--- src/hw/rtl/pack_table_validator_top_assert.svh ---
// Assertion macros for the pack table validator.
`ifndef PACK_TABLE_VALIDATOR_TOP_ASSERT_SVH
`define PACK_TABLE_VALIDATOR_TOP_ASSERT_SVH

`ifndef SYNTH

`define PTV_ASSERT_IMP(label, ante, cons, msg) \
    label: assert property (@(posedge aclk) disable iff (!aresetn) (ante) |-> (cons)) \
        else $error(msg);

`define PTV_ASSERT_NEXT(label, ante, cons, msg) \
    label: assert property (@(posedge aclk) disable iff (!aresetn) (ante) |=> (cons)) \
        else $error(msg);

`else

`define PTV_ASSERT_IMP(label, ante, cons, msg)

`define PTV_ASSERT_NEXT(label, ante, cons, msg)

`endif

`endif

--- src/hw/rtl/ptv_pkg.sv ---
package ptv_pkg;

    localparam int DEF_HEADER_BYTES = 8;
    localparam int DEF_ENTRY_BYTES  = 8;
    localparam int DEF_ALIGN_BYTES  = 4;

    localparam int ADDR_W     = 32;
    localparam int COUNT_W    = 16;
    localparam int CHECKED_W  = 17;
    localparam int FAULT_W    = 4;
    localparam int ACTION_W   = 2;
    localparam int CFG_DATA_W = 32;
    localparam int CFG_ADDR_W = 4;
    localparam int CFG_IDX_W  = 2;
    localparam int SUM_W      = 8;

    localparam logic [ADDR_W-1:0]    PACK_VERSION = 32'd1;
    localparam logic [CHECKED_W-1:0] ENTRIES_SAT  = '1;

    localparam logic [ACTION_W-1:0] ACT_HEADER = 2'd0;
    localparam logic [ACTION_W-1:0] ACT_ENTRY  = 2'd1;
    localparam logic [ACTION_W-1:0] ACT_FINISH = 2'd2;
    localparam logic [ACTION_W-1:0] ACT_NONE   = 2'd3;

    localparam logic [FAULT_W-1:0] FAULT_NONE      = 4'd0;
    localparam logic [FAULT_W-1:0] FAULT_NO_HEADER = 4'd1;
    localparam logic [FAULT_W-1:0] FAULT_VERSION   = 4'd2;
    localparam logic [FAULT_W-1:0] FAULT_BELOW_MIN = 4'd3;
    localparam logic [FAULT_W-1:0] FAULT_ABOVE_MAX = 4'd4;
    localparam logic [FAULT_W-1:0] FAULT_OFFSET    = 4'd5;
    localparam logic [FAULT_W-1:0] FAULT_SIZE      = 4'd6;
    localparam logic [FAULT_W-1:0] FAULT_TOTAL     = 4'd7;
    localparam logic [FAULT_W-1:0] FAULT_COUNT     = 4'd8;

    localparam logic [CFG_IDX_W-1:0] REG_COUNT_MIN  = 2'd0;
    localparam logic [CFG_IDX_W-1:0] REG_COUNT_MAX  = 2'd1;
    localparam logic [CFG_IDX_W-1:0] REG_SIZE_LIMIT = 2'd2;

    localparam logic [ADDR_W-1:0] SIZE_LIMIT_RESET = 32'hFFFF_FFFF;

    typedef struct packed {
        logic [COUNT_W-1:0] count_min;
        logic [COUNT_W-1:0] count_max;
        logic [ADDR_W-1:0]  entry_size_limit;
    } cfg_t;

    typedef struct packed {
        logic [ACTION_W-1:0] action;
        logic [ADDR_W-1:0]   format_version;
        logic [COUNT_W-1:0]  entry_count;
        logic [ADDR_W-1:0]   entry_offset;
        logic [ADDR_W-1:0]   entry_bytes;
        logic [ADDR_W-1:0]   total_bytes;
        logic [ADDR_W-1:0]   hdr_addr;
    } item_t;

endpackage

--- src/hw/rtl/ptv_residue.sv ---
module ptv_residue #(
    parameter int ALIGN_BYTES = ptv_pkg::DEF_ALIGN_BYTES,
    parameter int IN_W        = 32,
    parameter int RES_W       = 2
) (
    input  logic [IN_W-1:0]  value,
    output logic [RES_W-1:0] residue
);
    import ptv_pkg::*;

    localparam int NB = (IN_W + 7) / 8;

    logic [NB*8-1:0]  value_ext;
    logic [RES_W-1:0] part [NB];
    logic [RES_W-1:0] fold [256];
    logic [SUM_W-1:0] part_sum;

    assign value_ext = (NB*8)'(value);

    for (genvar k = 0; k < NB; k++) begin : g_byte
        logic [RES_W-1:0] lut [256];
        for (genvar i = 0; i < 256; i++) begin : g_lut
            localparam longint unsigned V = (longint'(i) << (8 * k)) % ALIGN_BYTES;
            assign lut[i] = V[RES_W-1:0];
        end
        assign part[k] = lut[value_ext[8*k +: 8]];
    end

    for (genvar i = 0; i < 256; i++) begin : g_fold
        localparam longint unsigned F = longint'(i) % ALIGN_BYTES;
        assign fold[i] = F[RES_W-1:0];
    end

    always_comb begin
        part_sum = '0;
        for (int k = 0; k < NB; k++) begin
            part_sum = part_sum + SUM_W'(part[k]);
        end
    end

    assign residue = fold[part_sum];

endmodule

--- src/hw/rtl/ptv_regs.sv ---
module ptv_regs (
    input  logic                            aclk,
    input  logic                            aresetn,
    input  logic                            psel,
    input  logic                            penable,
    input  logic                            pwrite,
    input  logic [ptv_pkg::CFG_ADDR_W-1:0]  paddr,
    input  logic [ptv_pkg::CFG_DATA_W-1:0]  pwdata,
    output logic [ptv_pkg::CFG_DATA_W-1:0]  prdata,
    output logic                            pready,
    output ptv_pkg::cfg_t                   cfg
);
    import ptv_pkg::*;

    logic                 wr_en;
    logic [CFG_IDX_W-1:0] idx;
    logic [COUNT_W-1:0]   count_min_reg;
    logic [COUNT_W-1:0]   count_max_reg;
    logic [ADDR_W-1:0]    size_limit_reg;

    assign pready = 1'b1;
    assign wr_en  = psel && penable && pwrite && pready;
    assign idx    = paddr[CFG_ADDR_W-1:2];

    always_ff @(posedge aclk) begin
        if (!aresetn) begin
            count_min_reg  <= '0;
            count_max_reg  <= '0;
            size_limit_reg <= SIZE_LIMIT_RESET;
        end else if (wr_en) begin
            unique case (idx)
                REG_COUNT_MIN:  count_min_reg  <= pwdata[COUNT_W-1:0];
                REG_COUNT_MAX:  count_max_reg  <= pwdata[COUNT_W-1:0];
                REG_SIZE_LIMIT: size_limit_reg <= pwdata[ADDR_W-1:0];
                default: ;
            endcase
        end
    end

    always_comb begin
        unique case (idx)
            REG_COUNT_MIN:  prdata = CFG_DATA_W'(count_min_reg);
            REG_COUNT_MAX:  prdata = CFG_DATA_W'(count_max_reg);
            REG_SIZE_LIMIT: prdata = CFG_DATA_W'(size_limit_reg);
            default:        prdata = '0;
        endcase
    end

    assign cfg.count_min        = count_min_reg;
    assign cfg.count_max        = count_max_reg;
    assign cfg.entry_size_limit = size_limit_reg;

endmodule

--- src/hw/rtl/ptv_prep.sv ---
module ptv_prep #(
    parameter int HEADER_BYTES = ptv_pkg::DEF_HEADER_BYTES,
    parameter int ENTRY_BYTES  = ptv_pkg::DEF_ENTRY_BYTES,
    parameter int ALIGN_BYTES  = ptv_pkg::DEF_ALIGN_BYTES,
    parameter int RES_W        = 2
) (
    input  logic                          aclk,
    input  logic                          aresetn,
    input  logic                          s_valid,
    output logic                          s_ready,
    input  logic [ptv_pkg::ACTION_W-1:0]  s_action,
    input  logic [ptv_pkg::ADDR_W-1:0]    s_format_version,
    input  logic [ptv_pkg::COUNT_W-1:0]   s_entry_count,
    input  logic [ptv_pkg::ADDR_W-1:0]    s_entry_offset,
    input  logic [ptv_pkg::ADDR_W-1:0]    s_entry_bytes,
    input  logic [ptv_pkg::ADDR_W-1:0]    s_total_bytes,
    input  logic                          take,
    output logic                          item_valid,
    output ptv_pkg::item_t                item,
    output logic [RES_W-1:0]              item_bytes_res
);
    import ptv_pkg::*;

    logic [ADDR_W-1:0] hdr_base;
    logic [RES_W-1:0]  hdr_res;
    logic [ADDR_W-1:0] hdr_pad;
    logic [ADDR_W-1:0] hdr_addr;
    logic [RES_W-1:0]  bytes_res;
    logic              load;
    logic              item_valid_reg;
    logic              item_valid_next;
    item_t             item_reg;
    logic [RES_W-1:0]  bytes_res_reg;

    assign hdr_base = ADDR_W'(HEADER_BYTES) + ADDR_W'(ENTRY_BYTES) * ADDR_W'(s_entry_count);

    ptv_residue #(
        .ALIGN_BYTES (ALIGN_BYTES),
        .IN_W        (ADDR_W),
        .RES_W       (RES_W)
    ) u_hdr_res (
        .value   (hdr_base),
        .residue (hdr_res)
    );

    ptv_residue #(
        .ALIGN_BYTES (ALIGN_BYTES),
        .IN_W        (ADDR_W),
        .RES_W       (RES_W)
    ) u_bytes_res (
        .value   (s_entry_bytes),
        .residue (bytes_res)
    );

    // header table end never wraps, so pad without a carry
    assign hdr_pad  = (hdr_res != '0) ? ADDR_W'(ALIGN_BYTES) - ADDR_W'(hdr_res) : '0;
    assign hdr_addr = hdr_base + hdr_pad;

    assign s_ready = !item_valid_reg || take;
    assign load    = s_valid && s_ready;

    always_comb begin
        if (load) begin
            item_valid_next = 1'b1;
        end else if (take) begin
            item_valid_next = 1'b0;
        end else begin
            item_valid_next = item_valid_reg;
        end
    end

    always_ff @(posedge aclk) begin
        if (!aresetn) begin
            item_valid_reg <= 1'b0;
        end else begin
            item_valid_reg <= item_valid_next;
        end
    end

    always_ff @(posedge aclk) begin
        if (load) begin
            item_reg.action         <= s_action;
            item_reg.format_version <= s_format_version;
            item_reg.entry_count    <= s_entry_count;
            item_reg.entry_offset   <= s_entry_offset;
            item_reg.entry_bytes    <= s_entry_bytes;
            item_reg.total_bytes    <= s_total_bytes;
            item_reg.hdr_addr       <= hdr_addr;
            bytes_res_reg           <= bytes_res;
        end
    end

    assign item_valid     = item_valid_reg;
    assign item           = item_reg;
    assign item_bytes_res = bytes_res_reg;

endmodule

--- src/hw/rtl/ptv_check.sv ---
module ptv_check #(
    parameter int ALIGN_BYTES = ptv_pkg::DEF_ALIGN_BYTES,
    parameter int RES_W       = 2
) (
    input  logic                          aclk,
    input  logic                          aresetn,
    input  ptv_pkg::cfg_t                 cfg,
    input  logic                          item_valid,
    input  ptv_pkg::item_t                item,
    input  logic [RES_W-1:0]              item_bytes_res,
    output logic                          take,
    output logic                          m_valid,
    input  logic                          m_ready,
    output logic                          m_verdict_ready,
    output logic                          m_broken,
    output logic [ptv_pkg::FAULT_W-1:0]   m_fault_code
);
    import ptv_pkg::*;

    localparam longint unsigned WRAP_MOD = (longint'(1) << ADDR_W) % ALIGN_BYTES;
    localparam longint unsigned WRAP_FIX = (ALIGN_BYTES - WRAP_MOD) % ALIGN_BYTES;

    logic                 seen_reg,     seen_next;
    logic [COUNT_W-1:0]   expected_reg, expected_next;
    logic [CHECKED_W-1:0] checked_reg,  checked_next;
    logic [ADDR_W-1:0]    addr_reg,     addr_next;
    logic [RES_W-1:0]     addr_res_reg, addr_res_next;
    logic [FAULT_W-1:0]   fault_reg,    fault_next;
    logic                 m_valid_reg,  m_valid_next;
    logic                 verdict_reg;
    logic                 broken_reg;
    logic [FAULT_W-1:0]   code_reg;

    logic [ADDR_W:0]      sum_ext;
    logic [SUM_W-1:0]     res_mix;
    logic [RES_W-1:0]     sum_res;
    logic [ADDR_W-1:0]    pad;
    logic [ADDR_W:0]      pad_ext;
    logic [ADDR_W-1:0]    new_addr;
    logic [RES_W-1:0]     new_res;
    logic [FAULT_W-1:0]   fault_base;
    logic [FAULT_W-1:0]   raise;
    logic                 excess;

    assign take = item_valid && (!m_valid_reg || m_ready);

    // advance the address by the entry size, then pad; residues track wrap at 2^32
    assign sum_ext = {1'b0, addr_reg} + {1'b0, item.entry_bytes};
    assign res_mix = SUM_W'(addr_res_reg) + SUM_W'(item_bytes_res)
                   + (sum_ext[ADDR_W] ? SUM_W'(WRAP_FIX[RES_W-1:0]) : SUM_W'(0));

    ptv_residue #(
        .ALIGN_BYTES (ALIGN_BYTES),
        .IN_W        (SUM_W),
        .RES_W       (RES_W)
    ) u_sum_res (
        .value   (res_mix),
        .residue (sum_res)
    );

    assign pad      = (sum_res != '0) ? ADDR_W'(ALIGN_BYTES) - ADDR_W'(sum_res) : '0;
    assign pad_ext  = {1'b0, sum_ext[ADDR_W-1:0]} + {1'b0, pad};
    assign new_addr = pad_ext[ADDR_W-1:0];
    assign new_res  = pad_ext[ADDR_W] ? WRAP_FIX[RES_W-1:0] : '0;

    always_comb begin
        seen_next     = seen_reg;
        expected_next = expected_reg;
        checked_next  = checked_reg;
        addr_next     = addr_reg;
        addr_res_next = addr_res_reg;
        fault_base    = fault_reg;
        raise         = FAULT_NONE;
        excess        = checked_reg >= {1'b0, expected_reg};
        unique case (item.action)
            ACT_HEADER: begin
                fault_base    = FAULT_NONE;
                checked_next  = '0;
                seen_next     = 1'b1;
                expected_next = item.entry_count;
                addr_next     = item.hdr_addr;
                addr_res_next = '0;
                if (item.format_version != PACK_VERSION) begin
                    raise = FAULT_VERSION;
                end else if (cfg.count_min != '0 && item.entry_count < cfg.count_min) begin
                    raise = FAULT_BELOW_MIN;
                end else if (cfg.count_max != '0 && item.entry_count > cfg.count_max) begin
                    raise = FAULT_ABOVE_MAX;
                end
            end
            ACT_ENTRY: begin
                if (!seen_reg) begin
                    raise = FAULT_NO_HEADER;
                end else begin
                    if (checked_reg != ENTRIES_SAT) begin
                        checked_next = checked_reg + CHECKED_W'(1);
                    end
                    if (excess) begin
                        raise = FAULT_COUNT;
                    end else if (item.entry_offset != addr_reg) begin
                        raise = FAULT_OFFSET;
                    end else if (item.entry_bytes > cfg.entry_size_limit) begin
                        raise = FAULT_SIZE;
                    end else begin
                        addr_next     = new_addr;
                        addr_res_next = new_res;
                    end
                end
            end
            ACT_FINISH: begin
                if (!seen_reg) begin
                    raise = FAULT_NO_HEADER;
                end else if (checked_reg != {1'b0, expected_reg}) begin
                    raise = FAULT_COUNT;
                end else if (addr_reg != item.total_bytes) begin
                    raise = FAULT_TOTAL;
                end
            end
            default: ;
        endcase
        fault_next = (fault_base == FAULT_NONE) ? raise : fault_base;
    end

    always_comb begin
        if (take) begin
            m_valid_next = 1'b1;
        end else if (m_ready) begin
            m_valid_next = 1'b0;
        end else begin
            m_valid_next = m_valid_reg;
        end
    end

    always_ff @(posedge aclk) begin
        if (!aresetn) begin
            seen_reg     <= 1'b0;
            expected_reg <= '0;
            checked_reg  <= '0;
            addr_reg     <= '0;
            addr_res_reg <= '0;
            fault_reg    <= FAULT_NONE;
            m_valid_reg  <= 1'b0;
        end else begin
            m_valid_reg <= m_valid_next;
            if (take) begin
                seen_reg     <= seen_next;
                expected_reg <= expected_next;
                checked_reg  <= checked_next;
                addr_reg     <= addr_next;
                addr_res_reg <= addr_res_next;
                fault_reg    <= fault_next;
            end
        end
    end

    always_ff @(posedge aclk) begin
        if (take) begin
            verdict_reg <= (item.action == ACT_FINISH);
            broken_reg  <= (fault_next != FAULT_NONE);
            code_reg    <= fault_next;
        end
    end

    assign m_valid         = m_valid_reg;
    assign m_verdict_ready = verdict_reg;
    assign m_broken        = broken_reg;
    assign m_fault_code    = code_reg;

endmodule

--- src/hw/rtl/pack_table_validator_top.sv ---
// channel  | dir | handshake         | payload
// s_       | in  | s_valid/s_ready   | action, format_version, entry_count,
//          |     |                   | entry_offset, entry_bytes, total_bytes
// m_       | out | m_valid/m_ready   | verdict_ready, broken, fault_code
// apb      | in  | psel/penable      | count_min, count_max, entry_size_limit
//
// One item per cycle while m_ready is high; a beat is registered in prep, then in check.
// The running-address add, pad and compare loop in the check stage sets that rate.
// aresetn is synchronous, active low; it clears the pipeline and archive state
// and loads the register reset values.
// With m_ready low the result holds, the input register takes one more beat,
// then s_ready drops.
`include "pack_table_validator_top_assert.svh"

module pack_table_validator_top #(
    parameter int HEADER_BYTES = ptv_pkg::DEF_HEADER_BYTES,
    parameter int ENTRY_BYTES  = ptv_pkg::DEF_ENTRY_BYTES,
    parameter int ALIGN_BYTES  = ptv_pkg::DEF_ALIGN_BYTES
) (
    input  logic                            aclk,
    input  logic                            aresetn,
    input  logic                            s_valid,
    output logic                            s_ready,
    input  logic [ptv_pkg::ACTION_W-1:0]    s_action,
    input  logic [ptv_pkg::ADDR_W-1:0]      s_format_version,
    input  logic [ptv_pkg::COUNT_W-1:0]     s_entry_count,
    input  logic [ptv_pkg::ADDR_W-1:0]      s_entry_offset,
    input  logic [ptv_pkg::ADDR_W-1:0]      s_entry_bytes,
    input  logic [ptv_pkg::ADDR_W-1:0]      s_total_bytes,
    output logic                            m_valid,
    input  logic                            m_ready,
    output logic                            m_verdict_ready,
    output logic                            m_broken,
    output logic [ptv_pkg::FAULT_W-1:0]     m_fault_code,
    input  logic                            psel,
    input  logic                            penable,
    input  logic                            pwrite,
    input  logic [ptv_pkg::CFG_ADDR_W-1:0]  paddr,
    input  logic [ptv_pkg::CFG_DATA_W-1:0]  pwdata,
    output logic [ptv_pkg::CFG_DATA_W-1:0]  prdata,
    output logic                            pready
);
    import ptv_pkg::*;

    localparam int RES_W = (ALIGN_BYTES > 1) ? $clog2(ALIGN_BYTES) : 1;

    cfg_t             cfg;
    item_t            item;
    logic             item_valid;
    logic             take;
    logic [RES_W-1:0] item_bytes_res;

    ptv_regs u_regs (
        .aclk    (aclk),
        .aresetn (aresetn),
        .psel    (psel),
        .penable (penable),
        .pwrite  (pwrite),
        .paddr   (paddr),
        .pwdata  (pwdata),
        .prdata  (prdata),
        .pready  (pready),
        .cfg     (cfg)
    );

    ptv_prep #(
        .HEADER_BYTES (HEADER_BYTES),
        .ENTRY_BYTES  (ENTRY_BYTES),
        .ALIGN_BYTES  (ALIGN_BYTES),
        .RES_W        (RES_W)
    ) u_prep (
        .aclk             (aclk),
        .aresetn          (aresetn),
        .s_valid          (s_valid),
        .s_ready          (s_ready),
        .s_action         (s_action),
        .s_format_version (s_format_version),
        .s_entry_count    (s_entry_count),
        .s_entry_offset   (s_entry_offset),
        .s_entry_bytes    (s_entry_bytes),
        .s_total_bytes    (s_total_bytes),
        .take             (take),
        .item_valid       (item_valid),
        .item             (item),
        .item_bytes_res   (item_bytes_res)
    );

    ptv_check #(
        .ALIGN_BYTES (ALIGN_BYTES),
        .RES_W       (RES_W)
    ) u_check (
        .aclk            (aclk),
        .aresetn         (aresetn),
        .cfg             (cfg),
        .item_valid      (item_valid),
        .item            (item),
        .item_bytes_res  (item_bytes_res),
        .take            (take),
        .m_valid         (m_valid),
        .m_ready         (m_ready),
        .m_verdict_ready (m_verdict_ready),
        .m_broken        (m_broken),
        .m_fault_code    (m_fault_code)
    );

    `PTV_ASSERT_IMP(a_broken_matches_code, m_valid, m_broken == |m_fault_code, "broken mismatch")
    `PTV_ASSERT_IMP(a_fault_code_range, m_valid, m_fault_code <= FAULT_COUNT, "bad fault code")
    `PTV_ASSERT_IMP(a_no_overrun, item_valid && m_valid && !m_ready, !s_ready, "input overrun")
    `PTV_ASSERT_NEXT(a_take_fills_output, take, m_valid, "result missing")

endmodule

--- config.mk ---
export PLATFORM = sky130hd
export DESIGN_NAME = pack_table_validator_top
export DESIGN_NICKNAME = d
export VERILOG_FILES = /design/src/hw/rtl/ptv_pkg.sv /design/src/hw/rtl/ptv_residue.sv /design/src/hw/rtl/ptv_regs.sv /design/src/hw/rtl/ptv_prep.sv /design/src/hw/rtl/ptv_check.sv /design/src/hw/rtl/pack_table_validator_top.sv
export VERILOG_INCLUDE_DIRS = /design/src /design/src/hw/rtl
export SDC_FILE = /design/constraint.sdc
export NUM_CORES = 1
export LEC_CHECK = 0
export ABC_AREA = 1
export BUFFER_PORTS_ARGS = -buffer_cell sky130_fd_sc_hd__buf_2
export CORE_AREA = 2 2 231 233
export CTS_CLUSTER_SIZE = 12
export DETAILED_ROUTE_END_ITERATION = 8
export DIE_AREA = 0 0 233 235
export PLACE_DENSITY_LB_ADDON = 0.15
export SLEW_MARGIN = 20
export SYNTH_ARGS = -nofsm -noshare
export SYNTH_HDL_FRONTEND = slang
export SYNTH_HIERARCHICAL = 1
export SYNTH_SLANG_ARGS = --single-unit
--- constraint.sdc ---
create_clock -name aclk -period 21.8 [get_ports aclk]
set_input_delay 0 -clock aclk [delete_from_list [all_inputs] [get_ports aclk]]
set_output_delay 0 -clock aclk [all_outputs]
set_load 0.01 [all_outputs]
Word level (Yosys, flattened, before mapping)
Memory sizes are Yosys's and may differ from the RTL's. A register that Yosys moved wholly into a read port is not among the register bits.
Cells that the tools add are included.
{"block": "word_totals", "inputBits": 189, "out_inout_bits": 41, "rom_bits": 6144, "regBits": 322, "mem_count": 12, "word_cells": 170}
{"block": "classes", "n_reduce_logical": 27, "n_eq_ne": 14, "n_bitwise": 12, "n_addsub": 14, "n_lt_le_gt_ge": 15, "n_mux": 55}
{"memory": "(no name shown)", "words": 256, "word_bits": 2, "read_ports": 1, "rd_ports_with_merged_regs": 0, "write_ports": 0, "line_no": "ptv_residue.sv:41", "source": "assign residue = fold[part_sum];"}
{"memory": "(no name shown)", "words": 256, "word_bits": 2, "read_ports": 1, "rd_ports_with_merged_regs": 0, "write_ports": 0, "line_no": "ptv_residue.sv:26", "source": "assign part[k] = lut[value_ext[8*k +: 8]];"}
{"memory": "(no name shown)", "words": 256, "word_bits": 2, "read_ports": 1, "rd_ports_with_merged_regs": 0, "write_ports": 0, "line_no": "ptv_residue.sv:41"}
{"memory": "(no name shown)", "words": 256, "word_bits": 2, "read_ports": 1, "rd_ports_with_merged_regs": 0, "write_ports": 0, "line_no": "ptv_residue.sv:26"}
{"memory": "(no name shown)", "words": 256, "word_bits": 2, "read_ports": 1, "rd_ports_with_merged_regs": 0, "write_ports": 0, "line_no": "ptv_residue.sv:26"}
{"memory": "(no name shown)", "words": 256, "word_bits": 2, "read_ports": 1, "rd_ports_with_merged_regs": 0, "write_ports": 0, "line_no": "ptv_residue.sv:26"}
{"memory": "+6 memories"}
{"cell": "2-to-1 mux 32 bit", "count": 6}
{"cell": ">= comparator 9 bit (second input constant)", "count": 11}
{"cell": "adder 32 bit", "count": 3}
{"cell": "case mux 32 bit (3 select lines)", "count": 1}
{"cell": "inverter 8 -> 9 bit", "count": 8}
{"cell": "!= test 32 bit", "count": 2}
{"cell": "case mux 32 bit (2 select lines)", "count": 1}
{"cell": "2-to-1 mux 2 bit", "count": 26}
{"cell": "2-to-1 mux 4 bit", "count": 9}
{"cell": "2-to-1 mux 17 bit", "count": 2}
{"cell": "case mux 17 bit (2 select lines)", "count": 1}
{"cell": "greater-than comparator 32 bit", "count": 1}
{"cell": "!= test 32 x 1 -> 1 bit (second input constant)", "count": 1}
{"cell": "nonzero test 16 bit", "count": 2}
{"cell": "adder 4 x 19 -> 20 bit (first input constant)", "count": 1}
{"cell": "inverter 5 -> 9 bit", "count": 2}
{"cell": "adder 17 x 1 -> 17 bit (second input constant)", "count": 1}
{"cell": ">= comparator 17 x 16 -> 1 bit", "count": 1}
{"cell": "!= test 17 x 16 -> 1 bit", "count": 1}
{"cell": "!= test 17 bit (second input constant)", "count": 1}
{"cell": "greater-than comparator 16 bit", "count": 1}
{"cell": "less-than comparator 16 bit", "count": 1}
{"cell": "case mux 4 bit (3 select lines)", "count": 1}
{"cell": "adder 4 x 2 -> 5 bit", "count": 2}
{"cell": "other kinds (22)", "count": 51}

Longest topological paths before layout
Gate-level depths: netlist of run 1.
{"block": "logic_depth", "ltp_word": 17, "depth_mapped": 22, "mapped_depth_nobuf": 21}

Hierarchy
Netlist of run 1, hierarchy kept.
{"mod": "ptv_check", "seq_area_each_um2": 1601.5, "cells_per_inst": 1451, "area_per_inst_um2": 8996.1, "n_inst": 1}
{"mod": "ptv_prep", "seq_area_each_um2": 5064.9, "cells_per_inst": 271, "area_per_inst_um2": 5605.4, "n_inst": 1}
{"mod": "ptv_regs", "seq_area_each_um2": 1281.2, "cells_per_inst": 444, "area_per_inst_um2": 2924.1, "n_inst": 1}
{"mod": "ptv_residue", "seq_area_each_um2": 0.0, "cells_per_inst": 2, "area_per_inst_um2": 15.0, "n_inst": 3}

Least setup slack after synthesis of run 1
Ideal clock, no wire load.
{"block": "synth_path", "path_type": "register -> register", "startpoint": "register u_check.m_valid_reg, in the netlist u_check/m_valid", "endpoint": "register u_prep.item_reg (netlist bit u_prep/item[0]) (enable)", "synth_period_minus_slack_ps": 9641, "t_arrival_ps": 8889, "n_path_buf": 0, "setup_ps": 751, "required_time_ps": 21049, "path_slack_ps": 12159, "path_stages_with_launch": 6, "cell_sequence": "dfxtp_1 -> nand2_1 -> nand2_1 -> inv_1 -> inv_1 -> a21oi_1"}
{"block": "synth_via", "elab_chain_cells": 5}
{"item": "start: declaration", "line_no": "ptv_check.sv:29", "source": "logic m_valid_reg, m_valid_next;"}
{"item": "start signal: assignment", "line_no": "ptv_check.sv:144", "source": "m_valid_reg <= m_valid_next;"}
{"item": "zero test 1 bit", "line_no": "ptv_check.sv:45", "source": "assign take = item_valid && (!m_valid_reg || m_ready);"}
{"item": "logical OR 1 bit", "line_no": "ptv_check.sv:45"}
{"item": "logical AND 1 bit", "line_no": "ptv_check.sv:45"}
{"item": "net take", "line_no": "pack_table_validator_top.sv:50", "source": "logic take;"}
{"item": "logical OR 1 bit", "line_no": "ptv_prep.sv:59", "source": "assign s_ready = !item_valid_reg || take;"}
{"item": "logical AND 1 bit", "line_no": "ptv_prep.sv:60", "source": "assign load = s_valid && s_ready;"}
{"item": "end: declaration", "line_no": "ptv_prep.sv:32", "source": "item_t item_reg;"}
The timed path passes the listed nets, and every way through them passes these cells.
A chain may end at the register's enable or synchronous reset.

Final worst setup path of run 1
{"block": "layout_path", "startpoint": "register u_prep.bytes_res_reg[0], in the netlist u_prep/item_bytes_res[0]", "endpoint": "register u_check.addr_reg[19]"}
{"block": "layout_via", "elab_chain_cells": 17, "word_cells_on_any_way": 18, "classes_between": "3 x add/sub; 10 x mux; 2 x bitwise; 1 x reduce/logical; 2 x memory"}
{"item": "start: declaration", "line_no": "ptv_prep.sv:33", "source": "logic [RES_W-1:0] bytes_res_reg;"}
{"item": "adder 2 x 2 -> 3 bit *", "line_no": "ptv_check.sv:49", "source": "assign res_mix = SUM_W'(addr_res_reg) + SUM_W'(item_bytes_res)"}
{"item": "inverter 8 -> 9 bit (implied by the code) *", "line_no": "ptv_residue.sv:26"}
{"item": "memory read (256 x 2 bit) *"}
{"item": "2-to-1 mux 2 bit (implied by the code) * (2 in a row)", "line_no": "ptv_residue.sv:26"}
{"item": "inverter 2 -> 9 bit (implied by the code) *", "line_no": "ptv_residue.sv:41"}
{"item": "memory read (256 x 2 bit) *"}
{"item": "2-to-1 mux 2 bit (implied by the code) * (2 in a row)", "line_no": "ptv_residue.sv:41"}
{"item": "subtractor 3 x 2 -> 4 bit or nonzero test 2 bit (tied branches)", "line_no": "ptv_check.sv:61", "source": "assign pad = (sum_res != '0) ? ADDR_W'(ALIGN_BYTES) - ADDR_W'(sum_res) : '0;"}
{"item": "2-to-1 mux 32 bit *", "line_no": "ptv_check.sv:61"}
{"item": "adder 32 bit *", "line_no": "ptv_check.sv:62", "source": "assign pad_ext = {1'b0, sum_ext[ADDR_W-1:0]} + {1'b0, pad};"}
{"item": "2-to-1 mux 32 bit *", "line_no": "ptv_check.sv:102", "source": "end else if (item.entry_bytes > cfg.entry_size_limit) begin"}
{"item": "2-to-1 mux 32 bit *", "line_no": "ptv_check.sv:100", "source": "end else if (item.entry_offset != addr_reg) begin"}
{"item": "2-to-1 mux 32 bit *", "line_no": "ptv_check.sv:98", "source": "if (excess) begin"}
{"item": "2-to-1 mux 32 bit *", "line_no": "ptv_check.sv:92", "source": "if (!seen_reg) begin"}
{"item": "case mux 32 bit (2 select lines) *", "line_no": "ptv_check.sv:75", "source": "unique case (item.action)"}
{"item": "end signal: assignment", "line_no": "ptv_check.sv:149", "source": "addr_reg <= addr_next;"}
{"item": "end: declaration", "line_no": "ptv_check.sv:26", "source": "logic [ADDR_W-1:0] addr_reg, addr_next;"}
Mark *: on every way between the ends. The rest lies on a longest branch, timed or not. The select of a mux whose other input is x is not followed.

==> results of run 1 <==
[cell type report]
class                           count  share of cell area (%)
Antenna cell                        1                  0.0111
Clock buffer                       50                    4.77
Clock inverter                     24                    1.16
Inverter                          289                    4.81
Multi-Input combinational cell   1518                    36.2
Sequential cell                   310                    35.2
Tap cell                          688                    3.81
Timing Repair Buffer              430                    14.0
[cells in the final DEF (no fill, tap or decap), types with 12 or more instances in the layout]
| cell | count |
|---|---|
| sky130_fd_sc_hd__nand2_1 | 587 |
| sky130_fd_sc_hd__inv_1 | 285 |
| sky130_fd_sc_hd__buf_2 | 226 |
| sky130_fd_sc_hd__nor2_1 | 221 |
| sky130_fd_sc_hd__dlygate4sd3_1 | 196 |
| sky130_fd_sc_hd__edfxtp_1 | 174 |
| sky130_fd_sc_hd__nand3_1 | 148 |
| sky130_fd_sc_hd__ha_1 | 143 |
| sky130_fd_sc_hd__dfxtp_1 | 136 |
| sky130_fd_sc_hd__a21oi_1 | 125 |
| sky130_fd_sc_hd__o21ai_0 | 80 |
| sky130_fd_sc_hd__xnor2_1 | 45 |
| sky130_fd_sc_hd__clkbuf_16 | 40 |
| sky130_fd_sc_hd__nand4_1 | 28 |
| sky130_fd_sc_hd__nor3_1 | 19 |
| sky130_fd_sc_hd__conb_1 | 16 |
| sky130_fd_sc_hd__nor4_1 | 12 |
[report_power, final]
group          total (W)  internal (W)  switching, W
logic           0.000218     0.0000912      0.000127
registers       0.000674      0.000652     0.0000219
clock network   0.000679      0.000403      0.000276
[worst min-delay path: stages]
cell and delay [ns]:
sky130_fd_sc_hd__buf_2 0.16, sky130_fd_sc_hd__inv_1 0.07, sky130_fd_sc_hd__nand2_1 0.10, sky130_fd_sc_hd__nor2_4 0.11, sky130_fd_sc_hd__nor2_1 0.10, sky130_fd_sc_hd__nor2_1 0.05
[final timing paths]
path	to	slack (ns)	from
setup / recovery	u_check/addr_reg[19]	18.18	u_prep/item_bytes_res[0]
hold / removal	u_regs/count_max_reg[13]	0.05	paddr[3]
setup reg to reg	u_check/addr_reg[19]	18.18	u_prep/item_bytes_res[0]
hold reg to reg	u_check/expected_reg[13]	0.46	u_check/expected_reg[13]
[layer usage]
layer / wire length, um / share of wire (%) / global-route usage, %
met5: 23 / 0.042 / 0
met4: 1330 / 2.4 / 5.98
met3: 2970 / 5.4 / 3.18
met2: 25300 / 46 / 32.9
met1: 25400 / 46 / 26.8
[through the flow]
| stage | total power [W] | util, % | cell area (sq um) | std cells | hold WS, ns |
|---|---|---|---|---|---|
| after detailed placement | 0.000877 | 36.9 | 19300 | 3039 | 0.178 |
| final | 0.00157 | 43.2 | 22600 | 3310 | 0.0451 |
| after global routing | 0.00164 | 43.2 | 22600 | 3309 | 0.0738 |
| after CTS | 0.00159 | 43.2 | 22600 | 3309 | 0.00620 |
| after global placement | 0.000875 | 36.9 | 19300 | 3039 | 0.177 |
| after floorplan | 0.000810 | - | 17600 | 2185 | 0.0989 |
==> flow_summary.html, run 1 <==
<table>
<tr><th>Metric</th><th>Value</th></tr>
<tr><th colspan="2">Worst setup path</th></tr>
<tr><td>Critical path class</td><td>flip-flop to flip-flop</td></tr>
<tr><td>Total number of cells along the worst setup path</td><td>20</td></tr>
<tr><td>Data required, critical path</td><td>roughly 22 ns</td></tr>
<tr><td>Most repeated library cell on the critical path</td><td>sky130_fd_sc_hd__nand2_1</td></tr>
<tr><td>Combined buffer and inverter count along the critical path</td><td>4</td></tr>
<tr><td>Data arrival time of the critical path</td><td>roughly 4.1 ns</td></tr>
<tr><td>Kind of cell with the highest combined delay on the critical path</td><td>simple AND/OR/NAND/NOR gates</td></tr>
<tr><td>Type of origin of the critical path</td><td>flip-flop</td></tr>
<tr><td>Worst-path maximum fanout</td><td>5</td></tr>
<tr><td>R2R depth</td><td>20</td></tr>
<tr><td>Slowest cell on crit path</td><td>sky130_fd_sc_hd__o21bai_1</td></tr>
<tr><td>Kind of capture point of the worst setup path</td><td>flip-flop</td></tr>
<tr><td>Cells traversed along the worst timing path</td><td>inv_1, ha_1, or2_2, fa_1, inv_1, ha_1, inv_1, fa_1, nand3b_1, nand2_1, inv_1, o21bai_1, nand2_1, nand2_1, nand2_1, nand2_1, nand2_1, nand3_1, nand3_1, o211a_1</td></tr>
<tr><td>Crit path largest cell delay</td><td>~0.46 ns</td></tr>
<tr><th colspan="2">Placed design</th></tr>
<tr><td>Post-placement setup slack</td><td>roughly 18 ns</td></tr>
<tr><td>HPWL after detailed placement</td><td>39900 um</td></tr>
<tr><td>Routability Congestion</td><td>0.896</td></tr>
<tr><td>Number of buffers added on ports</td><td>roughly 230</td></tr>
<tr><th colspan="2">Power and ir drop</th></tr>
<tr><td>Areal power density over the cells</td><td>~70 nW/um^2</td></tr>
<tr><td>Max rail drop VDD</td><td>46.9 uV</td></tr>
<tr><td>Leakage Power</td><td>~10 nW</td></tr>
<tr><th colspan="2">Timing</th></tr>
<tr><td>Unrepaired setup endpoints after global routing</td><td>no</td></tr>
<tr><td>Slew at the pin closest to its max-slew limit</td><td>roughly 1.1 ns</td></tr>
<tr><td>Number of hold violations in the final report</td><td>0</td></tr>
<tr><td>Final setup viols</td><td>0</td></tr>
<tr><td>Headroom to the max-slew limit</td><td>28.2%</td></tr>
<tr><td>Sum of negative setup slack</td><td>0 ns</td></tr>
<tr><td>Highest Clock Rate</td><td>277 MHz</td></tr>
<tr><td>Min Tclk post-route</td><td>3.62 ns</td></tr>
<tr><td>Least setup slack across all paths after layout</td><td>18.18 ns</td></tr>
<tr><td>Post-route fraction of the period consumed by the critical path</td><td>between 10% and 20%</td></tr>
<tr><td>Clock skew</td><td>approximately 0.025 ns</td></tr>
<tr><td>Number of max-slew violations in the final report</td><td>0</td></tr>
<tr><th colspan="2">Floorplan</th></tr>
<tr><td>Vertical die dimension</td><td>approximately 240 um</td></tr>
<tr><td>Core Region</td><td>between 50000 and 60000 sq um</td></tr>
<tr><td>Floorplan die width</td><td>between 200 and 250 um</td></tr>
<tr><td>Standard-cell rows</td><td>84</td></tr>
<tr><td>Initial core utilization</td><td>between 30% and 40%</td></tr>
<tr><td>Number of primary I/O pins</td><td>230</td></tr>
<tr><td>Die area</td><td>approximately 55000 sq um</td></tr>
<tr><th colspan="2">Routing</th></tr>
<tr><td>1st-iter DRT viols</td><td>~1000</td></tr>
<tr><td>DR WL/cell</td><td>between 15 and 20 um</td></tr>
<tr><td>Final antenna-violating net count</td><td>0</td></tr>
<tr><td>Remaining DRCs</td><td>0</td></tr>
<tr><td>Count of vias placed by the detailed router</td><td>15700</td></tr>
<tr><td>Vias/cell</td><td>about 4.7</td></tr>
<tr><td>Pre-Repair DR Iteration Count</td><td>7</td></tr>
<tr><td>Routed wire length</td><td>55100 um</td></tr>
<tr><th colspan="2">GRT</th></tr>
<tr><td>Residual overflow from global routing</td><td>0</td></tr>
<tr><td>Maximum number of pins on one net before global-route repair</td><td>about 170</td></tr>
<tr><td>Via count of the first global-routing pass</td><td>between 15000 and 20000</td></tr>
<tr><td>GRT Overall Usage</td><td>around 20%</td></tr>
<tr><td>Number of antenna violations at the first check in global routing</td><td>3</td></tr>
<tr><td>Wire length of the first global-routing pass</td><td>between 80000 and 90000 um</td></tr>
<tr><th colspan="2">Synthesis</th></tr>
<tr><td>Synth Cell Area</td><td>17600 sq um</td></tr>
<tr><td>Warnings, synthesis</td><td>6</td></tr>
<tr><td>Cell count after synthesis</td><td>between 2000 and 2500</td></tr>
<tr><td>Average instance area after synthesis</td><td>roughly 8 sq um</td></tr>
<tr><th colspan="2">Layout</th></tr>
<tr><td>Area of the multi-input gates</td><td>around 8200 sq um</td></tr>
<tr><td>Final layout net count</td><td>2924</td></tr>
<tr><td>Area used by sequential logic in the layout</td><td>7950 sq um</td></tr>
<tr><td>Max FFs per register</td><td>166</td></tr>
<tr><td>Post-synthesis to final-layout area growth</td><td>28.6%</td></tr>
<tr><td>Fill count</td><td>5180</td></tr>
<tr><td>Fraction of layout instances using a drive strength above 1</td><td>12.8%</td></tr>
<tr><th colspan="2">Status</th></tr>
<tr><td>Status</td><td>finished, final reports clean</td></tr>
<tr><th colspan="2">Clocking</th></tr>
<tr><td>CTS H-Tree Depth</td><td>2</td></tr>
<tr><td>Clock tree from TritonCTS</td><td>done</td></tr>
<tr><td>Clock sink total</td><td>310</td></tr>
<tr><td>Clock network latency to the later pin of the worst-skew pair</td><td>about 0.58 ns</td></tr>
<tr><td>Clock-pin slew on the worst setup and hold paths</td><td>~0.06 ns</td></tr>
<tr><td>TritonCTS Buffers</td><td>40</td></tr>
<tr><td>Maximum root-to-sink buffer count</td><td>3</td></tr>
<tr><td>Number of gates resized after cts</td><td>0</td></tr>
<tr><td>Total of hold buffers inserted after clock tree synthesis</td><td>roughly 200</td></tr>
<tr><td>Clock root cell</td><td>sky130_fd_sc_hd__clkbuf_16</td></tr>
<tr><td>Post-CTS setup buffer count</td><td>0</td></tr>
<tr><th colspan="2">Hold path</th></tr>
<tr><td>Min-Delay Path Depth</td><td>6</td></tr>
<tr><td>Hold Path Class</td><td>input port to flip-flop</td></tr>
<tr><th colspan="2">Run</th></tr>
<tr><td>Max-cap violation count</td><td>0</td></tr>
</table>
Power figures use the tool's default switching activity.
==> run 2, diff against run 1 <==
- clock period: 21.8 -> 3.7 ns (I/O delays scaled with it)
==> flow_summary.html, run 2 (same netlist as run 1, synthesis figures left out) <==
<table>
<tr><th>Metric</th><th>Value</th></tr>
<tr><th colspan="2">Floorplan</th></tr>
<tr><td>Die area</td><td>54800 sq um (unchanged)</td></tr>
<tr><td>Vertical die dimension</td><td>235 um (unchanged)</td></tr>
<tr><td>Initial core utilization</td><td>33.6% (unchanged)</td></tr>
<tr><td>Standard-cell rows</td><td>84 (unchanged)</td></tr>
<tr><td>Core Region</td><td>52200 sq um (unchanged)</td></tr>
<tr><td>Floorplan die width</td><td>233 um (unchanged)</td></tr>
<tr><td>Number of primary I/O pins</td><td>230 (unchanged)</td></tr>
<tr><th colspan="2">Timing</th></tr>
<tr><td>Post-route fraction of the period consumed by the critical path</td><td>89.7% (+73 points)</td></tr>
<tr><td>Min Tclk post-route</td><td>3.32 ns (-0.295 ns)</td></tr>
<tr><td>Slew at the pin closest to its max-slew limit</td><td>0.942 ns (-0.135 ns)</td></tr>
<tr><td>Clock skew</td><td>0.0222 ns (-0.00266 ns)</td></tr>
<tr><td>Unrepaired setup endpoints after global routing</td><td>no</td></tr>
<tr><td>Number of max-slew violations in the final report</td><td>0 (unchanged)</td></tr>
<tr><td>Final setup viols</td><td>0 (unchanged)</td></tr>
<tr><td>Least setup slack across all paths after layout</td><td>0.380 ns (-17.80 ns)</td></tr>
<tr><td>Highest Clock Rate</td><td>301 MHz (+8.9%)</td></tr>
<tr><td>Number of hold violations in the final report</td><td>0 (unchanged)</td></tr>
<tr><td>Headroom to the max-slew limit</td><td>37.0% (+8.9 points)</td></tr>
<tr><th colspan="2">Routing</th></tr>
<tr><td>Remaining DRCs</td><td>0 (unchanged)</td></tr>
<tr><td>Routed wire length</td><td>55200 um (+0.22%)</td></tr>
<tr><td>DR WL/cell</td><td>16.6 um (-0.32%)</td></tr>
<tr><td>Pre-Repair DR Iteration Count</td><td>5 (-2)</td></tr>
<tr><td>Final antenna-violating net count</td><td>0 (unchanged)</td></tr>
<tr><td>1st-iter DRT viols</td><td>993 (-1.0%)</td></tr>
<tr><td>Count of vias placed by the detailed router</td><td>15600 (-0.63%)</td></tr>
<tr><td>Vias/cell</td><td>4.68 (-1.2%)</td></tr>
<tr><th colspan="2">Layout</th></tr>
<tr><td>Most frequent cells in the layout</td><td>sky130_fd_sc_hd__nand2_1 (585), sky130_fd_sc_hd__inv_1 (283), sky130_fd_sc_hd__buf_2 (225)</td></tr>
<tr><td>Most common cell after layout, fill and taps aside</td><td>sky130_fd_sc_hd__nand2_1</td></tr>
<tr><td>Post-synthesis to final-layout area growth</td><td>29.4%</td></tr>
<tr><td>Final layout net count</td><td>2940 (+0.55%)</td></tr>
<tr><td>Final cell utilization of the core</td><td>43.5% (+0.26 points)</td></tr>
<tr><td>Finished Cell Area</td><td>22700 sq um (+0.60%)</td></tr>
<tr><td>Fraction of layout instances using a drive strength above 1</td><td>13.1% (+0.27 points)</td></tr>
<tr><td>Fill count</td><td>5143 (-0.71%)</td></tr>
<tr><td>Area of the multi-input gates</td><td>8200 sq um (+0.12%)</td></tr>
<tr><td>Max FFs per register</td><td>166 (unchanged)</td></tr>
<tr><td>Area used by sequential logic in the layout</td><td>7950 sq um (about the same)</td></tr>
<tr><th colspan="2">Power and ir drop</th></tr>
<tr><td>Max rail drop VDD</td><td>343 uV (+630%)</td></tr>
<tr><td>Power share of the combinational group</td><td>14.3% (+0.4 points)</td></tr>
<tr><td>Sw Pwr</td><td>0.00243 W (+470%)</td></tr>
<tr><td>Final Power</td><td>0.00915 W (+480%)</td></tr>
<tr><td>Internal Dissipation</td><td>0.00673 W (+490%)</td></tr>
<tr><td>Clock share of power</td><td>42.3% (-0.9 points)</td></tr>
<tr><td>Switching share of power</td><td>26.5% (-0.54 points)</td></tr>
<tr><td>Leakage Power</td><td>10.5 nW (+0.42%)</td></tr>
<tr><td>Sequential share of power</td><td>43.4% (+0.5 points)</td></tr>
<tr><td>Areal power density over the cells</td><td>403 nW/um^2 (+480%)</td></tr>
<tr><th colspan="2">Clocking</th></tr>
<tr><td>Clock sink total</td><td>310 (unchanged)</td></tr>
<tr><td>Clock-pin slew on the worst setup and hold paths</td><td>0.06 ns (about the same)</td></tr>
<tr><td>Clock root cell</td><td>sky130_fd_sc_hd__clkbuf_16</td></tr>
<tr><td>Post-CTS setup buffer count</td><td>0 (unchanged)</td></tr>
<tr><td>Clock network latency to the later pin of the worst-skew pair</td><td>0.57 ns (about the same)</td></tr>
<tr><td>CTS H-Tree Depth</td><td>2 (unchanged)</td></tr>
<tr><td>TritonCTS Buffers</td><td>39 (-2.5%)</td></tr>
<tr><td>Clock tree from TritonCTS</td><td>done</td></tr>
<tr><td>Maximum root-to-sink buffer count</td><td>3 (unchanged)</td></tr>
<tr><th colspan="2">Run</th></tr>
<tr><td>Max-cap violation count</td><td>0 (unchanged)</td></tr>
<tr><th colspan="2">GRT</th></tr>
<tr><td>Wire length of the first global-routing pass</td><td>84700 um (about the same)</td></tr>
<tr><td>Number of antenna violations at the first check in global routing</td><td>4 (+1)</td></tr>
<tr><td>GRT Overall Usage</td><td>20.1% (+0.13 points)</td></tr>
<tr><td>Via count of the first global-routing pass</td><td>15300 (+0.48%)</td></tr>
<tr><td>Maximum number of pins on one net before global-route repair</td><td>79 (-53%)</td></tr>
<tr><td>Residual overflow from global routing</td><td>0 (unchanged)</td></tr>
<tr><th colspan="2">Worst setup path</th></tr>
<tr><td>Crit path largest cell delay</td><td>0.39 ns (-0.07 ns)</td></tr>
<tr><td>Kind of capture point of the worst setup path</td><td>flip-flop</td></tr>
<tr><td>Most repeated library cell on the critical path</td><td>sky130_fd_sc_hd__nand2_1</td></tr>
<tr><td>Data arrival time of the critical path</td><td>3.73 ns (-0.34 ns)</td></tr>
<tr><td>Slowest cell on crit path</td><td>sky130_fd_sc_hd__fa_1</td></tr>
<tr><td>Critical path class</td><td>flip-flop to flip-flop</td></tr>
<tr><td>Cells traversed along the worst timing path</td><td>inv_1, ha_1, or2_2, fa_1, inv_1, ha_1, inv_1, fa_1, nand3b_1, nand2_1, inv_1, o21bai_1, buf_4, nand2_1, nand2_1, nand2_1, nand3_1, nand2_1, nand3_1, nand2_1, nand2_1, a21oi_1</td></tr>
<tr><td>Type of origin of the critical path</td><td>flip-flop</td></tr>
<tr><td>Data required, critical path</td><td>4.11 ns (-18.15 ns)</td></tr>
<tr><td>Worst-path maximum fanout</td><td>5 (unchanged)</td></tr>
<tr><th colspan="2">Status</th></tr>
<tr><td>Status</td><td>finished, final reports clean</td></tr>
<tr><th colspan="2">Placed design</th></tr>
<tr><td>Cell area after placement</td><td>19400 sq um (+0.65%)</td></tr>
<tr><td>Post-placement setup slack</td><td>0.444 ns (-17.79 ns)</td></tr>
<tr><td>Number of buffers added on ports</td><td>226 (unchanged)</td></tr>
<tr><td>HPWL after detailed placement</td><td>40800 um (+2.5%)</td></tr>
<tr><td>Routability Congestion</td><td>0.876 (-2.2%)</td></tr>
<tr><th colspan="2">Hold path</th></tr>
<tr><td>Hold Path Class</td><td>input port to flip-flop</td></tr>
</table>
## run 2: per-stage QoR
step / hold WS [ns] / cells / setup TNS, ns
after floorplan: 0.0989 / 2185 / -18.69
after global placement: 0.177 / 3051 / 0
after detailed placement: 0.178 / 3051 / 0
after CTS: 0.104 / 3324 / 0
after global routing: 0.123 / 3326 / 0
final: 0.139 / 3328 / 0
## run 2: final cells by class
| cell class | instances | share of cell area [%] |
|---|---|---|
| clock buffers | 52 | 4.73 |
| inverters | 289 | 4.82 |
| diodes | 4 | 0.0440 |
| flip-flops and latches | 310 | 35.0 |
| clock inverters | 20 | 0.958 |
| multi-input cells | 1518 | 36.1 |
| repair buffers | 447 | 14.6 |
| well taps | 688 | 3.79 |
## run 2: final timing paths
check	startpoint	to	slack, ns	depth (start not counted)
max	u_prep/item_bytes_res[0]	u_check/addr_reg[27]	0.38	22
min	s_format_version[12]	u_prep/item[156]	0.14	2
max reg2reg	u_prep/item_bytes_res[0]	u_check/addr_reg[27]	0.38	22
min reg2reg	u_check/expected_reg[14]	u_check/expected_reg[14]	0.46	2
## run 2: metal layers
layer | vias up | part of all wire, % | track usage [%] | wire, um
met4 | 0 | 2.1 | 5.44 | 1160
met3 | 64 | 5.2 | 3.13 | 2850
met1 | 7148 | 47 | 27.0 | 25800
met2 | 417 | 46 | 33.4 | 25300
li1 | 7948 | - | - | -
met5 | - | 0 | 0 | 0
## run 2: power by group through the flow
stage | registers (W) | logic, W | clock network [W]
after floorplan | 0.00400 | 0.000752 | 0
after global placement | 0.00404 | 0.00113 | 0
after detailed placement | 0.00404 | 0.00114 | 0
after CTS | 0.00397 | 0.00131 | 0.00397
after global routing | 0.00399 | 0.00147 | 0.00410
final | 0.00397 | 0.00131 | 0.00387
## run 2: worst max-delay path: cells and delay by family (launching register included)
family	cells	cell delay (ns)
buffers and inverters	5	0.37
flip-flops	1	0.32
AND/OR/NAND/NOR	11	1.23
adder cells (fa/ha/maj)	4	1.08
AO/OA/AOI/OAI	2	0.17
## run 2: what timing repair did
item,CTS,global route
resized for setup,0,0
endpoints found under the hold margin,267,0
hold buffers,201,0
==> run 3, diff against run 2 <==
- BUFFER_PORTS_ARGS: -buffer_cell sky130_fd_sc_hd__buf_2 -> -buffer_cell sky130_fd_sc_hd__clkbuf_2
- PLACE_DENSITY: default -> 0.59
- PLACE_DENSITY_LB_ADDON: 0.15 -> default
==> flow_summary.html, run 3 (same netlist as run 1, synthesis figures left out) <==
<table>
<tr><th>Metric</th><th>Value</th></tr>
<tr><th colspan="2">Power and ir drop</th></tr>
<tr><td>Sequential share of power</td><td>43.9% (+0.5 points)</td></tr>
<tr><td>Areal power density over the cells</td><td>399 nW/um^2 (-0.88%)</td></tr>
<tr><td>Max rail drop VDD</td><td>490 uV (+43%)</td></tr>
<tr><td>Internal Dissipation</td><td>0.00664 W (-1.3%)</td></tr>
<tr><td>Final Power</td><td>0.00904 W (-1.2%)</td></tr>
<tr><td>Power share of the combinational group</td><td>14.5% (+0.2 points)</td></tr>
<tr><td>Sw Pwr</td><td>0.00240 W (-0.88%)</td></tr>
<tr><td>Clock share of power</td><td>41.5% (-0.8 points)</td></tr>
<tr><td>Leakage Power</td><td>10.5 nW (about the same)</td></tr>
<tr><td>Switching share of power</td><td>26.6% (+0.082 points)</td></tr>
<tr><th colspan="2">Timing</th></tr>
<tr><td>Min Tclk post-route</td><td>3.31 ns (-0.00669 ns)</td></tr>
<tr><td>Final setup viols</td><td>0 (unchanged)</td></tr>
<tr><td>Least setup slack across all paths after layout</td><td>0.386 ns (+0.00669 ns)</td></tr>
<tr><td>Number of hold violations in the final report</td><td>0 (unchanged)</td></tr>
<tr><td>Unrepaired setup endpoints after global routing</td><td>no</td></tr>
<tr><td>Highest Clock Rate</td><td>302 MHz (+0.20%)</td></tr>
<tr><td>Slew at the pin closest to its max-slew limit</td><td>1.04 ns (+0.0938 ns)</td></tr>
<tr><td>Headroom to the max-slew limit</td><td>30.9% (-6.2 points)</td></tr>
<tr><td>Post-route fraction of the period consumed by the critical path</td><td>89.6% (-0.18 points)</td></tr>
<tr><td>Clock skew</td><td>0.0288 ns (+0.00658 ns)</td></tr>
<tr><td>Number of max-slew violations in the final report</td><td>0 (unchanged)</td></tr>
<tr><th colspan="2">Layout</th></tr>
<tr><td>Fraction of layout instances using a drive strength above 1</td><td>12.9% (-0.19 points)</td></tr>
<tr><td>Most common cell after layout, fill and taps aside</td><td>sky130_fd_sc_hd__nand2_1</td></tr>
<tr><td>Most frequent cells in the layout</td><td>sky130_fd_sc_hd__nand2_1 (585), sky130_fd_sc_hd__inv_1 (283), sky130_fd_sc_hd__clkbuf_2 (225)</td></tr>
<tr><td>Fill count</td><td>5100 (-0.84%)</td></tr>
<tr><td>Post-synthesis to final-layout area growth</td><td>29.0%</td></tr>
<tr><td>Final layout net count</td><td>2935 (-0.17%)</td></tr>
<tr><td>Max FFs per register</td><td>166 (unchanged)</td></tr>
<tr><td>Cell Count, Final, Fillers Out</td><td>3319 (-0.27%)</td></tr>
<tr><th colspan="2">Floorplan</th></tr>
<tr><td>Number of primary I/O pins</td><td>230 (unchanged)</td></tr>
<tr><td>Standard-cell rows</td><td>84 (unchanged)</td></tr>
<tr><td>Die area</td><td>54800 sq um (unchanged)</td></tr>
<tr><td>Core Region</td><td>52200 sq um (unchanged)</td></tr>
<tr><td>Initial core utilization</td><td>33.6% (unchanged)</td></tr>
<tr><td>Vertical die dimension</td><td>235 um (unchanged)</td></tr>
<tr><td>Floorplan die width</td><td>233 um (unchanged)</td></tr>
<tr><th colspan="2">Clocking</th></tr>
<tr><td>Number of gates resized after cts</td><td>0 (unchanged)</td></tr>
<tr><td>Clock sink total</td><td>310 (unchanged)</td></tr>
<tr><td>TritonCTS Buffers</td><td>39 (unchanged)</td></tr>
<tr><td>Maximum root-to-sink buffer count</td><td>3 (unchanged)</td></tr>
<tr><td>Clock root cell</td><td>sky130_fd_sc_hd__clkbuf_16</td></tr>
<tr><td>CTS H-Tree Depth</td><td>2 (unchanged)</td></tr>
<tr><td>Post-CTS setup buffer count</td><td>0 (unchanged)</td></tr>
<tr><td>Total of hold buffers inserted after clock tree synthesis</td><td>198 (-1.5%)</td></tr>
<tr><td>Clock tree from TritonCTS</td><td>done</td></tr>
<tr><td>Clock-pin slew on the worst setup and hold paths</td><td>0.06 ns (about the same)</td></tr>
<tr><td>Clock network latency to the later pin of the worst-skew pair</td><td>0.57 ns (about the same)</td></tr>
<tr><th colspan="2">Status</th></tr>
<tr><td>Status</td><td>finished, final reports clean</td></tr>
<tr><th colspan="2">GRT</th></tr>
<tr><td>Number of antenna violations at the first check in global routing</td><td>3 (-1)</td></tr>
<tr><td>GRT Overall Usage</td><td>20.2% (+0.095 points)</td></tr>
<tr><td>Residual overflow from global routing</td><td>0 (unchanged)</td></tr>
<tr><td>Maximum number of pins on one net before global-route repair</td><td>93 (+18%)</td></tr>
<tr><td>Wire length of the first global-routing pass</td><td>85700 um (+1.1%)</td></tr>
<tr><td>Via count of the first global-routing pass</td><td>15800 (+2.9%)</td></tr>
<tr><th colspan="2">Worst setup path</th></tr>
<tr><td>Most repeated library cell on the critical path</td><td>sky130_fd_sc_hd__nand2_1</td></tr>
<tr><td>Type of origin of the critical path</td><td>flip-flop</td></tr>
<tr><td>Data arrival time of the critical path</td><td>3.73 ns (about the same)</td></tr>
<tr><td>Crit path largest cell delay</td><td>0.40 ns (about the same)</td></tr>
<tr><td>Kind of cell with the highest combined delay on the critical path</td><td>simple AND/OR/NAND/NOR gates</td></tr>
<tr><td>Combined buffer and inverter count along the critical path</td><td>5 (unchanged)</td></tr>
<tr><td>Cells traversed along the worst timing path</td><td>inv_1, ha_1, or2_2, fa_1, inv_1, ha_1, inv_1, fa_1, nand3b_1, nand2_1, inv_1, o21bai_1, buf_4, nand2_1, nand2_1, nand2_1, nand3_1, nand2_1, nand3_1, nand2_1, nand2_1, a21oi_1</td></tr>
<tr><td>R2R Setup Slk</td><td>0.39 ns (about the same)</td></tr>
<tr><td>Worst-path maximum fanout</td><td>5 (unchanged)</td></tr>
<tr><td>Critical path class</td><td>flip-flop to flip-flop</td></tr>
<tr><td>Kind of capture point of the worst setup path</td><td>flip-flop</td></tr>
<tr><td>Slowest cell on crit path</td><td>sky130_fd_sc_hd__fa_1</td></tr>
<tr><td>Data required, critical path</td><td>4.12 ns (about the same)</td></tr>
<tr><th colspan="2">Routing</th></tr>
<tr><td>DR WL/cell</td><td>16.7 um (+0.70%)</td></tr>
<tr><td>Sum of routed wire segments on met1</td><td>24900 um (-3.7%)</td></tr>
<tr><td>Final antenna-violating net count</td><td>0 (unchanged)</td></tr>
<tr><td>Routed wire length</td><td>55400 um (+0.43%)</td></tr>
<tr><td>Vias/cell</td><td>4.77 (+2.0%)</td></tr>
<tr><td>Wire length on met3</td><td>3420 um (+20%)</td></tr>
<tr><td>1st-iter DRT viols</td><td>1203 (+21%)</td></tr>
<tr><td>Pre-Repair DR Iteration Count</td><td>6 (+1)</td></tr>
<tr><td>Routed length on met2</td><td>25400 um (+0.16%)</td></tr>
<tr><td>Remaining DRCs</td><td>0 (unchanged)</td></tr>
<tr><td>Count of vias placed by the detailed router</td><td>15800 (+1.7%)</td></tr>
<tr><td>Top routing layer used</td><td>met5</td></tr>
<tr><th colspan="2">Run</th></tr>
<tr><td>Max-cap violation count</td><td>0 (unchanged)</td></tr>
<tr><th colspan="2">Placed design</th></tr>
<tr><td>Routability Congestion</td><td>0.860 (-1.8%)</td></tr>
<tr><td>Number of buffers added on ports</td><td>226 (unchanged)</td></tr>
<tr><td>Post-placement setup slack</td><td>0.455 ns (+0.0108 ns)</td></tr>
<tr><td>HPWL after detailed placement</td><td>41000 um (+0.38%)</td></tr>
<tr><td>Number of placed cells counting well taps</td><td>3049 (-0.066%)</td></tr>
<tr><th colspan="2">Hold path</th></tr>
<tr><td>Hold Path Class</td><td>input port to flip-flop</td></tr>
</table>
==> run 3: cell types whose count changed in the layout (fill, tap and decap cells not counted), sizes merged <==
cell,delta
diode,-2
clkbuf,+230
clkinvlp,-4
dlygate4sd3,-3
clkinv,-2
buf,-227
bufinv,-1
==> run 3: power by group through the flow <==
stage	combinational [W]	sequential, W	clock, W
2_1_floorplan	0.000752	0.00400	0
3_3_place_gp	0.00111	0.00405	0
3_5_place_dp	0.00114	0.00405	0
4_1_cts	0.00130	0.00398	0.00386
5_1_grt	0.00148	0.00399	0.00400
6_report	0.00131	0.00397	0.00376
==> run 3: worst register-to-register path: cells and delay by family (launching register included) <==
kind	cells	cell delay [ns]
buffers and inverters	5	0.39
adder cells (fa/ha/maj)	4	1.09
AO/OA/AOI/OAI	2	0.17
AND/OR/NAND/NOR	11	1.19
flip-flops	1	0.33
==> run 3: final cells by class <==
| class | count | area, sq um | share of cell area [%] |
|---|---|---|---|
| Antenna cell | 2 | 5.00 | 0.0221 |
| Clock buffer | 57 | 1080 | 4.78 |
| Clock inverter | 13 | 164 | 0.723 |
| Inverter | 289 | 1090 | 4.83 |
| Multi-Input combinational cell | 1518 | 8200 | 36.2 |
| Sequential cell | 310 | 7950 | 35.1 |
| Tap cell | 688 | 861 | 3.80 |
| Timing Repair Buffer | 442 | 3300 | 14.6 |
==> run 3: metrics by stage <==
stage / instance area [sq um] / hold slack, ns / TNS, ns / util [%]
floorplan: 17700 / 0.0989 / -18.69 / -
global placement: 19400 / 0.177 / 0 / 37.2
detailed placement: 19400 / 0.179 / 0 / 37.2
CTS: 22600 / 0.0651 / 0 / 43.4
global route: 22700 / 0.116 / 0 / 43.4
finish: 22700 / 0.103 / 0 / 43.4
==> run 3: metal layers <==
| metal | vias up | global-route usage [%] |
|---|---|---|
| li1 | 7959 | - |
| met1 | 7324 | 26.6 |
| met2 | 471 | 33.2 |
| met3 | 85 | 3.39 |
| met4 | 2 | 7.26 |
| met5 | - | 0 |
==> run 3: path summary, 6_finish.rpt <==
check	startpoint	cells past startpoint	end
worst min register to register	u_check/expected_reg[13]	2	u_check/expected_reg[13]
worst min-delay path	psel	5	u_regs/size_limit_reg[8]
worst max-delay path	u_prep/item_bytes_res[0]	22	u_check/addr_reg[27]
worst max register to register	u_prep/item_bytes_res[0]	22	u_check/addr_reg[27]
